===== config.mk =====
export PLATFORM = sky130hd
export DESIGN_NAME = walsh_code_spreader_top
export DESIGN_NICKNAME = d
export VERILOG_FILES = /design/src/rtl/core/wcs_pkg.sv /design/src/rtl/core/wcs_col_unit.sv /design/src/rtl/core/wcs_chip_sum.sv /design/src/rtl/core/walsh_code_spreader_top.sv
export SDC_FILE = /design/constraint.sdc
export NUM_CORES = 1
export LEC_CHECK = 0
export ABC_AREA = 0
export BUFFER_PORTS_ARGS = -buffer_cell sky130_fd_sc_hd__buf_2
export CORE_UTILIZATION = 40
export DETAILED_ROUTE_END_ITERATION = 12
export GPL_ROUTABILITY_DRIVEN = 0
export PLACE_DENSITY_LB_ADDON = 0.05
export SLEW_MARGIN = 20
export SYNTH_ARGS = -nofsm -noshare
export SYNTH_HDL_FRONTEND = slang
export SYNTH_SLANG_ARGS = --single-unit

===== constraint.sdc =====
create_clock -name i_clk -period 9.6 [get_ports i_clk]
set_input_delay 1.92 -clock i_clk [delete_from_list [all_inputs] [get_ports i_clk]]
set_output_delay 1.92 -clock i_clk [all_outputs]
set_load 0.03 [all_outputs]

===== src/rtl/core/wcs_pkg.sv =====
// ----------------------------------------------------------------------------
// wcs_pkg
// shared constants, types and the walsh row table for the chip spreader
// ----------------------------------------------------------------------------
package wcs_pkg;

    localparam int MAX_CHIPS  = 64;
    localparam int WALSH_SIZE = 16;

    localparam int SYM_W    = 8;
    localparam int CFG_W    = 7;
    localparam int SAMPLE_W = 5;
    localparam int IDX_W    = $clog2(MAX_CHIPS);
    localparam int COL_W    = $clog2(WALSH_SIZE);
    // remainder stays below cc + WALSH_SIZE
    localparam int REM_W    = $clog2(MAX_CHIPS + WALSH_SIZE);

    localparam logic [CFG_W-1:0] CHIPS_RESET = CFG_W'(16);

    // odd walsh rows, one per symbol bit
    localparam logic [COL_W-1:0] ROW_SEL [SYM_W] = '{
        COL_W'(1), COL_W'(3), COL_W'(5), COL_W'(7),
        COL_W'(9), COL_W'(11), COL_W'(13), COL_W'(15)
    };

    // control of the column unit
    typedef struct packed {
        logic load;   // clear column and remainder for a new symbol
        logic sub;    // one compare-subtract step, column moves on
        logic adv;    // next chip, remainder grows by the walsh size
    } t_col_ctrl;

endpackage


===== src/rtl/core/wcs_col_unit.sv =====
// ----------------------------------------------------------------------------
// wcs_col_unit
// shared compare-subtract unit that tracks floor(16*j/cc) chip by chip
// ----------------------------------------------------------------------------
module wcs_col_unit (
    input  logic                        i_clk,
    input  wcs_pkg::t_col_ctrl          i_ctrl,
    input  logic [wcs_pkg::CFG_W-1:0]   i_cc,
    output logic [wcs_pkg::COL_W-1:0]   o_col,
    output logic                        o_fits
);

    logic [wcs_pkg::REM_W-1:0] r_rem;
    logic [wcs_pkg::COL_W-1:0] r_col;
    logic [wcs_pkg::REM_W-1:0] w_cc;

    assign w_cc   = wcs_pkg::REM_W'(i_cc);
    // remainder below cc means the column is settled for this chip
    assign o_fits = r_rem < w_cc;
    assign o_col  = r_col;

    always_ff @(posedge i_clk) begin
        if (i_ctrl.load) begin
            r_rem <= '0;
            r_col <= '0;
        end else if (i_ctrl.sub) begin
            r_rem <= r_rem - w_cc;
            r_col <= r_col + wcs_pkg::COL_W'(1);
        end else if (i_ctrl.adv) begin
            r_rem <= r_rem + wcs_pkg::REM_W'(wcs_pkg::WALSH_SIZE);
        end
    end

endmodule


===== src/rtl/core/wcs_chip_sum.sv =====
// ----------------------------------------------------------------------------
// wcs_chip_sum
// sum of the selected walsh signs for one column
// ----------------------------------------------------------------------------
module wcs_chip_sum (
    input  logic [wcs_pkg::SYM_W-1:0]           i_bits,
    input  logic [wcs_pkg::COL_W-1:0]           i_col,
    output logic signed [wcs_pkg::SAMPLE_W-1:0] o_sample
);

    always_comb begin
        logic signed [wcs_pkg::SAMPLE_W-1:0] acc;
        acc = '0;
        for (int l = 0; l < wcs_pkg::SYM_W; l++) begin
            if (i_bits[l]) begin
                // odd parity of row and column gives a minus sign
                if (^(wcs_pkg::ROW_SEL[l] & i_col))
                    acc = acc - wcs_pkg::SAMPLE_W'(1);
                else
                    acc = acc + wcs_pkg::SAMPLE_W'(1);
            end
        end
        o_sample = acc;
    end

endmodule


===== src/rtl/core/walsh_code_spreader_top.sv =====
// ----------------------------------------------------------------------------
// walsh_code_spreader_top
// 16-point walsh-hadamard spreader, one 8-bit symbol in, cc chip samples out
// ----------------------------------------------------------------------------
// Each transfer on the input channel brings one symbol; the block then gives
// cc chip samples, cc being chips_per_symbol (0 reads as 1, above 64 reads
// as 64), each with its chip index and a flag on the last chip. The chip
// column floor(16*j/cc) is followed by a single compare-subtract unit: each
// cycle it steps the column on by one or, once the column is settled and
// the output register is free, hands a chip to that register; a settled
// chip waits while the output stalls. o_ready is high only while no symbol
// is in progress. A new symbol may be taken while the last chip of the
// previous one still waits in the output register.
// chips_per_symbol is sampled at the input transfer, so it should be
// written only between symbols.
// ----------------------------------------------------------------------------
module walsh_code_spreader_top (
    input  logic                                i_clk,
    input  logic                                i_rst_n,
    // configuration write
    input  logic                                i_cfg_wr_en,
    input  logic [wcs_pkg::CFG_W-1:0]           i_cfg_wr_data,
    // symbol input
    input  logic                                i_valid,
    output logic                                o_ready,
    input  logic [wcs_pkg::SYM_W-1:0]           i_symbol_bits,
    // chip output
    output logic                                o_valid,
    input  logic                                i_ready,
    output logic signed [wcs_pkg::SAMPLE_W-1:0] o_sample_value,
    output logic [wcs_pkg::IDX_W-1:0]           o_chip_index,
    output logic                                o_last_chip
);

    typedef enum logic {
        S_IDLE,
        S_RUN
    } t_state;

    t_state                              r_state;
    logic [wcs_pkg::CFG_W-1:0]           r_chips_cfg;
    logic [wcs_pkg::CFG_W-1:0]           r_cc_eff;
    logic [wcs_pkg::SYM_W-1:0]           r_held_bits;
    logic [wcs_pkg::IDX_W-1:0]           r_j;
    logic                                r_o_valid;
    logic signed [wcs_pkg::SAMPLE_W-1:0] r_o_sample;
    logic [wcs_pkg::IDX_W-1:0]           r_o_index;
    logic                                r_o_last;

    logic [wcs_pkg::CFG_W-1:0]           n_cc_eff;
    wcs_pkg::t_col_ctrl                  w_ctrl;
    logic [wcs_pkg::COL_W-1:0]           w_col;
    logic                                w_fits;
    logic signed [wcs_pkg::SAMPLE_W-1:0] w_sample;
    logic                                w_accept;
    logic                                w_emit;
    logic                                w_last;

    // clamp the chip count into 1..MAX_CHIPS
    always_comb begin
        if (r_chips_cfg == '0)
            n_cc_eff = wcs_pkg::CFG_W'(1);
        else if (r_chips_cfg > wcs_pkg::CFG_W'(wcs_pkg::MAX_CHIPS))
            n_cc_eff = wcs_pkg::CFG_W'(wcs_pkg::MAX_CHIPS);
        else
            n_cc_eff = r_chips_cfg;
    end

    assign o_ready  = (r_state == S_IDLE);
    assign w_accept = i_valid && o_ready;
    // a chip leaves when its column is settled and the output slot is free
    assign w_emit   = (r_state == S_RUN) && w_fits && (!r_o_valid || i_ready);
    assign w_last   = (r_j == wcs_pkg::IDX_W'(r_cc_eff - wcs_pkg::CFG_W'(1)));

    assign w_ctrl.load = w_accept;
    assign w_ctrl.sub  = (r_state == S_RUN) && !w_fits;
    assign w_ctrl.adv  = w_emit && !w_last;

    wcs_col_unit u_col (
        .i_clk  (i_clk),
        .i_ctrl (w_ctrl),
        .i_cc   (r_cc_eff),
        .o_col  (w_col),
        .o_fits (w_fits)
    );

    wcs_chip_sum u_sum (
        .i_bits   (r_held_bits),
        .i_col    (w_col),
        .o_sample (w_sample)
    );

    // configuration register
    always_ff @(posedge i_clk) begin
        if (!i_rst_n) begin
            r_chips_cfg <= wcs_pkg::CHIPS_RESET;
        end else if (i_cfg_wr_en) begin
            r_chips_cfg <= i_cfg_wr_data;
        end
    end

    // sequencer and output register
    always_ff @(posedge i_clk) begin
        if (!i_rst_n) begin
            r_state     <= S_IDLE;
            r_o_valid   <= 1'b0;
            r_j         <= '0;
            r_cc_eff    <= wcs_pkg::CFG_W'(1);
            r_held_bits <= '0;
        end else begin
            // output slot fills on a new chip and empties on its transfer
            if (w_emit)
                r_o_valid <= 1'b1;
            else if (o_valid && i_ready)
                r_o_valid <= 1'b0;
            case (r_state)
                S_IDLE: begin
                    if (w_accept) begin
                        r_held_bits <= i_symbol_bits;
                        r_cc_eff    <= n_cc_eff;
                        r_j         <= '0;
                        r_state     <= S_RUN;
                    end
                end
                S_RUN: begin
                    if (w_emit) begin
                        r_o_sample <= w_sample;
                        r_o_index  <= r_j;
                        r_o_last   <= w_last;
                        if (w_last)
                            r_state <= S_IDLE;
                        else
                            r_j <= r_j + wcs_pkg::IDX_W'(1);
                    end
                end
                default: begin
                    r_state <= S_IDLE;
                end
            endcase
        end
    end

    assign o_valid        = r_o_valid;
    assign o_sample_value = r_o_sample;
    assign o_chip_index   = r_o_index;
    assign o_last_chip    = r_o_last;

`ifndef SYNTHESIS
    // a new symbol starts its run at chip zero
    a_start_run: assert property (@(posedge i_clk) disable iff (!i_rst_n)
        w_accept |=> (r_state == S_RUN) && (r_j == '0))
        else $error("run did not start at chip zero");

    // the last chip closes the run
    a_last_idle: assert property (@(posedge i_clk) disable iff (!i_rst_n)
        (w_emit && w_last) |=> (r_state == S_IDLE))
        else $error("run did not end after last chip");

    // chip position never reaches the chip count
    a_j_range: assert property (@(posedge i_clk) disable iff (!i_rst_n)
        (r_state == S_RUN) |-> (wcs_pkg::CFG_W'(r_j) < r_cc_eff))
        else $error("chip position out of range");

    // latched chip count stays clamped
    a_cc_range: assert property (@(posedge i_clk) disable iff (!i_rst_n)
        (r_cc_eff != '0) && (r_cc_eff <= wcs_pkg::CFG_W'(wcs_pkg::MAX_CHIPS)))
        else $error("chip count not clamped");
`endif

endmodule


**Yosys cells after proc, flatten, opt, wreduce, memory -nomap -nowiden**

Index checks and enable logic that the tools add are counted.

- Bits in registers: 53
- Input port bits: 20
- Output and inout bits: 14

- Add/sub/neg operators: 19
- $lt $le $gt $ge: 2
- Equality and inequality tests: 4
- Mux-type cells: 30
- Bitwise logic cells: 1
- Reductions and logical operators: 24

Operators by type and width:

| operator | number |
|---|---|
| $mux 5 | 16 |
| $add 5x2->5 const B | 7 |
| $sub 5x2->5 const B | 7 |
| $reduce_xor 4->1 | 8 |
| $mux 7 | 4 |
| $mux 6 | 3 |
| $pmux 6 s2 | 1 |
| $add 7x5->7 const B | 1 |
| $gt 7x7->1 const B | 1 |
| $logic_not 7->1 | 1 |
| $lt 7x7->1 | 1 |
| $sub 7x7->7 | 1 |
| $add 6x1->6 const B | 1 |
| $eq 6x6->1 | 1 |
| $logic_and 1x1->1 | 6 |
| $reduce_and 3->1 | 2 |
| $sub 6x1->6 const B | 1 |
| $mux 1 | 5 |
| $add 4x1->4 const B | 1 |
| $ne 2x1->1 const B | 2 |
| $reduce_bool 2->1 | 2 |
| $logic_not 1->1 | 3 |
| $ne 2x2->1 const B | 1 |
| $pmux 1 s2 | 1 |
| 3 further kinds | 3 |

**Logic depth before layout (Yosys ltp)**

Gate-level depths: netlist of run 1.

- Depth in word-level cells: 24
- Gate-level depth with buffers: 38
- Depth with buffers taken out: 37

**Cells and area by module**

From an unflattened synthesis of run 1, not the netlist that was laid out.

- Cells, all modules: 444
- Area, all modules: 3985.1 sq um

By module, submodules not included:

| module | times used | cells an instance | area an instance (sq um) |
|---|---|---|---|
| walsh_code_spreader_top | 1 | 176 | 1816.7 |
| wcs_chip_sum | 1 | 178 | 1393.8 |
| wcs_col_unit | 1 | 90 | 774.5 |

**Worst setup path after synthesis of run 1**

OpenSTA, ideal clock, no wires.

- Kind: flip-flop to flip-flop
- Start: register u_col.r_col (netlist bit u_col.o_col[1])
- End: register r_o_sample (netlist bit o_sample_value[4]), data pin
- Setup time: 0.259 ns
- Data arrival time: 6.602 ns
- Data required time: 9.341 ns
- Slack: 2.739 ns
- Stages on the path, launching flop included: 39
- Buffers on the path: 1
- Clock period less this slack: 6.861 ns
- Path through: dfxtp_1 ha_1 clkbuf_1 xnor2_1 ha_1 a31o_2 ha_1 nand2_1 nand2_1 inv_1 fa_1 a22oi_1 ha_1 a21oi_1 o21ai_0 xor2_1 nand2_1 o21ai_0 [... 3 more ...] o21ai_0 o41ai_1 a221oi_2 inv_1 ha_1 nand2b_1 mux2i_1 a21oi_1 ha_1 xor2_1 nand2_1 nand2_1 ha_1 a21oi_1 xnor2_1 xnor2_1 a32oi_1 xnor2_1

- Cells in the longest elaborated chain, start to end: 21
- Elaborated cells on any way between the ends: 30
- Those cells by class: add/sub (12); mux (14); reduce/logical (4)

Ends and longest elaborated chain:

| item | line | text |
|---|---|---|
| from (decl) | wcs_col_unit.sv:14 | `logic [wcs_pkg::COL_W-1:0] r_col;` |
| from (signal assigned) | wcs_col_unit.sv:28 | `r_col <= r_col + wcs_pkg::COL_W'(1);` |
| $reduce_xor 4->1 | wcs_chip_sum.sv:17 | `if (^(wcs_pkg::ROW_SEL[l] & i_col))` |
| $mux 5 | wcs_chip_sum.sv:17 |  |
| $mux 5 | wcs_chip_sum.sv:15 | `if (i_bits[l]) begin` |
| $add 5x2->5 or $sub 5x2->5 (tied branches) | wcs_chip_sum.sv:20, wcs_chip_sum.sv:18 |  |
| $mux 5 | wcs_chip_sum.sv:17 |  |
| $mux 5 | wcs_chip_sum.sv:15 |  |
| $add 5x2->5 or $sub 5x2->5 (tied branches) | wcs_chip_sum.sv:20, wcs_chip_sum.sv:18 |  |
| $mux 5 | wcs_chip_sum.sv:17 |  |
| [... 6 more ...] | -- |  |
| $mux 5 | wcs_chip_sum.sv:15 |  |
| $add 5x2->5 or $sub 5x2->5 (tied branches) | wcs_chip_sum.sv:20, wcs_chip_sum.sv:18 |  |
| $mux 5 | wcs_chip_sum.sv:17 |  |
| $mux 5 | wcs_chip_sum.sv:15 |  |
| $add 5x2->5 or $sub 5x2->5 (tied branches) | wcs_chip_sum.sv:20, wcs_chip_sum.sv:18 |  |
| $mux 5 | wcs_chip_sum.sv:17 |  |
| $mux 5 * | wcs_chip_sum.sv:15 |  |
| via u_sum.o_sample (one bit) | wcs_chip_sum.sv:8 | `output logic signed [wcs_pkg::SAMPLE_W-1:0] o_sample` |
| to (signal assigned) | walsh_code_spreader_top.sv:127 | `r_o_sample <= w_sample;` |
| to (decl) | walsh_code_spreader_top.sv:46 | `logic signed [wcs_pkg::SAMPLE_W-1:0] r_o_sample;` |

The timed path passes the listed nets; every way through them passes the cells marked *.
A chain may end at the register's enable or synchronous reset.

**Final worst setup path of run 1**

- Start: register u_col.r_col (netlist bit u_col.o_col[0])
- End: register r_o_sample (netlist bit o_sample_value[4]), data pin

- Cells in the longest elaborated chain, start to end: 24
- Elaborated cells on any way between the ends: 38
- Those cells by class: add/sub (14); mux (16); reduce/logical (8)

Ends and longest elaborated chain:

| item | line |
|---|---|
| $reduce_xor 4->1 | wcs_chip_sum.sv:17 |
| $mux 5 | wcs_chip_sum.sv:17 |
| $mux 5 | wcs_chip_sum.sv:15 |
| $add 5x2->5 or $sub 5x2->5 (tied branches) | wcs_chip_sum.sv:20, wcs_chip_sum.sv:18 |
| $mux 5 | wcs_chip_sum.sv:17 |
| $mux 5 | wcs_chip_sum.sv:15 |
| $add 5x2->5 or $sub 5x2->5 (tied branches) | wcs_chip_sum.sv:20, wcs_chip_sum.sv:18 |
| $mux 5 | wcs_chip_sum.sv:17 |
| [... 9 more ...] | -- |
| $mux 5 | wcs_chip_sum.sv:15 |
| $add 5x2->5 or $sub 5x2->5 (tied branches) | wcs_chip_sum.sv:20, wcs_chip_sum.sv:18 |
| $mux 5 | wcs_chip_sum.sv:17 |
| $mux 5 | wcs_chip_sum.sv:15 |
| $add 5x2->5 or $sub 5x2->5 (tied branches) | wcs_chip_sum.sv:20, wcs_chip_sum.sv:18 |
| $mux 5 | wcs_chip_sum.sv:17 |
| $mux 5 * | wcs_chip_sum.sv:15 |
| via u_sum.o_sample (one bit) | wcs_chip_sum.sv:8 |

Marks and branches as above.

==> results of run 1 <==
## per-layer routing
layer	track usage, %	vias up	share of wire (%)	routed length, um
li1	-	1549	-	-
met4	4.46	0	1.4	111
met3	2.16	7	1.9	157
met2	31.0	27	49	3950
met5	0	-	0	0
met1	21.5	1376	48	3840
## tightest hold or removal path, delay by kind of cell, from the launching register on
| family | cells | cell delay (ns) |
|---|---|---|
| flops | 1 | 0.32 |
| compound gates | 1 | 0.05 |
| simple gates | 1 | 0.05 |
## power groups by stage
stage | clock, uW | sequential (uW) | combinational [uW]
after floorplan | 0 | 312 | 458
after global placement | 0 | 307 | 693
after detailed placement | 0 | 308 | 700
after CTS | 157 | 303 | 704
after global routing | 167 | 309 | 790
final | 154 | 303 | 698
## worst paths after layout
path,endpoint,depth (start not counted)
max,o_sample_value[4],36
min reg2reg,r_cc_eff[6],2
max reg2reg,o_sample_value[4],36
min,r_cc_eff[6],2
## registers in the layout (all words and copies together), names as in the netlist
register / cells
r_held_bits: 8
r_cc_eff: 7
r_chips_cfg: 7
u_col.r_rem: 7
o_chip_index: 6
r_j: 6
o_sample_value: 5
u_col.o_col: 4
o_last_chip: 1
o_valid: 1
r_state: 1
## final cells by class
cell class	count	area, um^2
Fill cell	991	5110
Multi-Input combinational cell	326	2410
Sequential cell	53	1180
Timing Repair Buffer	34	173
Tap cell	129	161
Inverter	38	143
Clock buffer	5	68.8
Clock inverter	3	41.3
## cells in the mapped netlist, drive strengths merged, types with 9 or more instances
library cell  count
ha               30
xnor2            30
inv              37
nand2            56
nand3             9
edfxtp           12
a21oi            44
dfxtp            41
mux2i            12
nor2             24
clkbuf           15
o21ai            15
xor2             14
## kinds of logic (layout without fill, tap and decap cells)
family                   count (synthesis)  in the layout
adder cells (fa/ha/maj)                 38             38
multiplexers                            16             16
AND/OR/NAND/NOR                        121            121
flip-flops                              53             53
XOR/XNOR                                49             49
AO/OA/AOI/OAI                          102            102
buffers and inverters                   60             80
## metrics by stage
stage / total power [uW] / hold WS [ns] / utilization [%] / cells
floorplan: 769 / 0.406 / - / 439
detailed placement: 1010 / 0.450 / 43.7 / 580
global route: 1270 / 0.506 / 45.0 / 588
global placement: 1000 / 0.449 / 43.7 / 580
CTS: 1160 / 0.464 / 44.9 / 588
finish: 1150 / 0.461 / 45.0 / 588
==> out/metrics.cfg, run 1 <==
[min_path]
min_path_type=register to register
hold_start=r_cc_eff[6]

[place]
pre_cts_slack_ns=1.99
dp_hpwl_um=6050
port_buffers=33
dpl_cell_area_mm2=0.00406

[global_routing]
antenna_found_initial=0
grt-ovfl-total=0
grt_pass1_vias=2900
grt_max_degree=28
grt_pass1_wl_um=13700
track_usage_pct=17.1

[logic_synthesis]
synth.distinct_cells=55
synth-simple-area-share_pct=14.4
synth-seq-cells=53
synthTopCellsByArea=dfxtp_1, ha_1, edfxtp_1
synthMuxAreaShare_pct=4.30
netlist.top_cell.by_area=dfxtp_1
synth_compound_area_share_pct=16.8
syn_nets=497
avgSynthCellArea_um2=8.75
netlist.area_leader.share_pct=21.4
synth_edf_count=12
syn_inst=439
synthXorXnorAreaFrac_pct=13.1
seq_area_frac_synth_pct=30.8
synth_fa_ha_area_share_pct=13.9
async_flop_share_pct=0
ys.flop_type=dfxtp_1
synth_warnings=0
synth_area_mm2=0.00384
synth_top_family_by_area=compound AO/OA/AOI/OAI gates

[layout]
layout_commonest_cell=nand2_1
drive_gt1_share_pct=12.0
final_cell_area_mm2=0.00418
nNetsFinal=516
area_delta_synth_final_pct=8.77
final_cell_mix=nand2_1, a21oi_1, dfxtp_1, inv_1, buf_2
num_antenna_cells=0

[setup_path]
critical_path_required_ns=9.67
slowest_stage=dfxtp_1
crit_buf_inv=2
critPathMaxFanout=11
path_class=register to register
startpoint=u_col.o_col[0]
r2r_slack_ns=2.00
cp_slowest_stage_delay_ns=0.59
arrival_ns=7.66
cpMostUsedCell=ha_1
start_kind=register
crit_family=adder cells
rr_startpoint=u_col.o_col[0]
endpoint_kind=register

[clocking]
cts_sinks=53
postCtsSetupBuffers=0
cts_max_path_buffers=2
htreeDepth=2
cts_tree=built
clock_latency_ns=0.31
post_cts_resized=0
clk_pin_slew_ns=0.10
cts_root_buffer=clkbuf_8
cts_hold_buffers=0
cts-buffers-inserted=5

[timing]
rsz0062_at_grt=no
setup-tns-final_ns=0
slew_viol_final=0
hold_violations=0
tightest_slew_ns=0.819
period_needed_ns=7.60
finalCritPeriodShare_pct=79.1
max_freq_ghz=0.132
finalWorstSetupSlack_ns=2.00
skew_ns=0.00425
finalSetupViolations=0
slew_headroom_pct=45.3

[detailed_routing]
finalWirelength_um=8060
drc=0
antenna_left=0
post_drt_via_cell_ratio=5.03
vias=2959
drt_iter0_markers=66
wl_per_cell_um=13.7
drt_pass1_iterations=4

[power]
power_density_mw_per_mm2=276
pwr-share-clk_pct=13.3
peakVddDrop_mv=0.113
power_switching_uw=500
seqPwrFrac_pct=26.2
internal_power_uw=654
swShare_pct=43.3
p_leak_uw=0.00178
p_comb_share_pct=60.4

[floorplan]
die_y_um=100
floorplan.initialDensity_pct=41.4
fp.coreArea_mm2=0.00928
die_w_um=100
rows=35
num_io_pins=34
die-area_mm2=0.0100

[flow_run]
max-cap-violations=0

[status]
status=finished, final reports clean

Note: power is estimated with default switching activity, not from simulation.
==> run 2, diff against run 1 <==
Settings changed: ABC_AREA 0 to 1.
Clock period 9.6 ns to 7.4 ns, I/O delays scaled along.
==> out/metrics.cfg, run 2 <==
[status]
status=finished, final reports clean  ; unchanged

[clocking]
cts-buffers-inserted=5  ; unchanged
clock_latency_ns=0.31  ; about the same
cts_max_path_buffers=2  ; unchanged
clk_pin_slew_ns=0.10  ; about the same
htreeDepth=2  ; unchanged
cts_sinks=53  ; unchanged
cts_tree=built  ; unchanged
cts_root_buffer=clkbuf_8  ; unchanged

[power]
internal_power_uw=838  ; was 654 uW
seqPwrFrac_pct=24.3  ; was 26.2%
peakVddDrop_mv=0.121  ; was 0.113 mV
power_density_mw_per_mm2=362  ; was 276 mW/mm^2
p_comb_share_pct=62.8  ; was 60.4%
swShare_pct=46.8  ; was 43.3%
pwr-share-clk_pct=12.9  ; was 13.3%
p_leak_uw=0.00207  ; was 0.00178 uW
p_total_uw=1580  ; was 1150 uW
power_switching_uw=739  ; was 500 uW

[logic_synthesis]
synth_edf_count=12  ; unchanged
synthTopCellsByArea=dfxtp_1, nand2_1, ha_1  ; was dfxtp_1, ha_1, edfxtp_1
syn_inst=530  ; was 439
syn_nets=588  ; was 497
synth-seq-cells=53  ; unchanged
yosysMostFrequentCell=nand2_1  ; unchanged
synth_area_mm2=0.00392  ; was 0.00384 mm^2
synthTopCellsByCount=nand2_1, inv_1, nand3_1, a21oi_1  ; was nand2_1, a21oi_1, dfxtp_1, inv_1
avgSynthCellArea_um2=7.40  ; was 8.75 um^2
async_flop_share_pct=0  ; unchanged
synth_warnings=0  ; unchanged
synth.distinct_cells=41  ; was 55
seq_area_frac_synth_pct=30.1  ; was 30.8%
ys.flop_type=dfxtp_1  ; unchanged
netlist.area_leader.share_pct=20.9  ; was 21.4%
netlist.top_cell.by_area=dfxtp_1  ; unchanged

[timing]
max_freq_ghz=0.148  ; was 0.132 GHz
rsz0062_at_grt=no  ; unchanged
finalCritPeriodShare_pct=91.6  ; was 79.1%
slew_headroom_pct=39.1  ; was 45.3%
hold_violations=0  ; unchanged
tightest_slew_ns=0.910  ; was 0.819 ns
skew_ns=0.00841  ; was 0.00425 ns
setup-tns-final_ns=0  ; unchanged
finalSetupViolations=0  ; unchanged
period_needed_ns=6.78  ; was 7.60 ns
finalWorstSetupSlack_ns=0.623  ; was 2.00 ns
slew_viol_final=0  ; unchanged

[detailed_routing]
antenna_left=0  ; unchanged
drt_pass1_iterations=4  ; unchanged
vias=3282  ; was 2959
drt_iter0_markers=104  ; was 66
post_drt_via_cell_ratio=4.75  ; was 5.03
wl_per_cell_um=11.8  ; was 13.7 um
finalWirelength_um=8160  ; was 8060 um
drc=0  ; unchanged

[layout]
post-route-util_pct=46.6  ; was 45.0%
largest_reg_flops=8  ; unchanged
fillers=996  ; was 991
area_delta_synth_final_pct=11.2  ; was 8.77%
regMostFlops=r_held_bits  ; unchanged
num_antenna_cells=0  ; unchanged
nNetsFinal=619  ; was 516
final_cell_area_mm2=0.00436  ; was 0.00418 mm^2
final_cell_mix=nand2_1, inv_1, nand3_1, a21oi_1, nor2_1  ; was nand2_1, a21oi_1, dfxtp_1, inv_1, buf_2
layout_commonest_cell=nand2_1  ; unchanged
drive_gt1_share_pct=16.0  ; was 12.0%

[global_routing]
track_usage_pct=17.5  ; was 17.1%
grt-ovfl-total=0  ; unchanged
antenna_found_initial=0  ; unchanged
grt_use_met3_pct=2.29  ; was 2.16%
grt_pass1_wl_um=14100  ; was 13700 um
met2_usage_pct=27.8  ; was 31.0%
grt_max_degree=42  ; was 28
grt_pass1_vias=3020  ; was 2900
use_met1_pct=25.3  ; was 21.5%
grt.busiest_layer=met2  ; unchanged

[setup_path]
cpMostUsedCell=nand2_1  ; was ha_1
start_kind=register  ; unchanged
crit_buf_inv=3  ; was 2
r2r_slack_ns=0.62  ; was 2.00 ns
arrival_ns=6.85  ; was 7.66 ns
rr_startpoint=u_col.o_col[0]  ; unchanged
critical_path_required_ns=7.47  ; was 9.67 ns
reg2reg_depth=38  ; was 36
r2r_end=o_sample_value[4]  ; unchanged
critPathMaxFanout=7  ; was 11
endpoint_kind=register  ; unchanged
crit_family=adder cells  ; unchanged
cp_slowest_stage_delay_ns=0.46  ; was 0.59 ns
path_class=register to register  ; unchanged
slowest_stage=fa_1  ; was dfxtp_1

[min_path]
hold_depth=2  ; unchanged
hold_end=r_chips_cfg[4]  ; was r_cc_eff[6]
min_path_type=register to register  ; unchanged
hold_start=r_chips_cfg[4]  ; was r_cc_eff[6]

[floorplan]
rows=35  ; unchanged
fp.coreArea_mm2=0.00937  ; was 0.00928 mm^2
floorplan.initialDensity_pct=41.9  ; was 41.4%
die_y_um=101  ; was 100 um
die-area_mm2=0.0102  ; was 0.0100 mm^2
die_w_um=101  ; was 100 um
num_io_pins=34  ; unchanged

[place]
dpl_cell_area_mm2=0.00421  ; was 0.00406 mm^2
dp_hpwl_um=6300  ; was 6050 um
pre_cts_slack_ns=0.366  ; was 1.99 ns
port_buffers=33  ; unchanged

[flow_run]
max-cap-violations=0  ; unchanged

## run 2: power groups by stage
stage               Sequential [uW]  Combinational (uW)  Clock (uW)
floorplan                       401                 773           0
global placement                388                 944           0
detailed placement              388                 955           0
CTS                             381                 959         210
global route                    390                1150         221
finish                          383                 991         204
## run 2: logic make-up after synthesis
| kind of cell | count (synthesis) | synth area share, % |
|---|---|---|
| compound gates | 98 | 14.2 |
| xor+xnor | 30 | 7.46 |
| fa+ha+maj | 38 | 13.7 |
| buf+inv | 83 | 8.13 |
| flops | 53 | 30.1 |
| simple gates | 228 | 26.4 |
## run 2: worst min-delay path: cells and delay by family (launching register included)
kind | cells | cell delay [ns]
flops | 1 | 0.34
simple gates | 2 | 0.12
## run 2: what timing repair did
item | 4_1_cts | 5_1_grt
gates resized for setup | 0 | 9
setup endpoints to repair | 0 | 1
hold buffers | 0 | 0
buffers inserted | 0 | 0
## run 2: per-stage QoR
step                      hold slack (ns)  std cells
final                               0.503        691
after CTS                           0.506        691
after floorplan                     0.450        530
after global placement              0.484        683
after global routing                0.534        691
after detailed placement            0.490        683
## run 2: per-layer routing
metal	share of wire (%)	wire, um
met5	0	0
met4	0.83	68
met3	3.2	261
met2	43	3490
met1	53	4340
## run 2: worst max-delay path by stage
stage,start,depth (start not counted),end
after detailed placement,u_col.o_col[0],39,o_sample_value[4]
final,u_col.o_col[0],38,o_sample_value[4]
after floorplan,u_col.o_col[0],38,o_sample_value[4]
after CTS,u_col.o_col[0],39,o_sample_value[4]
after global placement,u_col.o_col[0],38,o_sample_value[4]
after global routing,u_col.o_col[0],41,o_sample_value[4]
## run 2: final cells by class
type                            instances  area (um^2)  share of cell area (%)
Sequential cell                        53         1180                    27.2
Clock buffer                            6         72.6                    1.66
Multi-Input combinational cell        394         2460                    56.4
Tap cell                              129          161                    3.70
Inverter                               73          274                    6.28
Timing Repair Buffer                   34          173                    3.96
Clock inverter                          2         38.8                   0.889
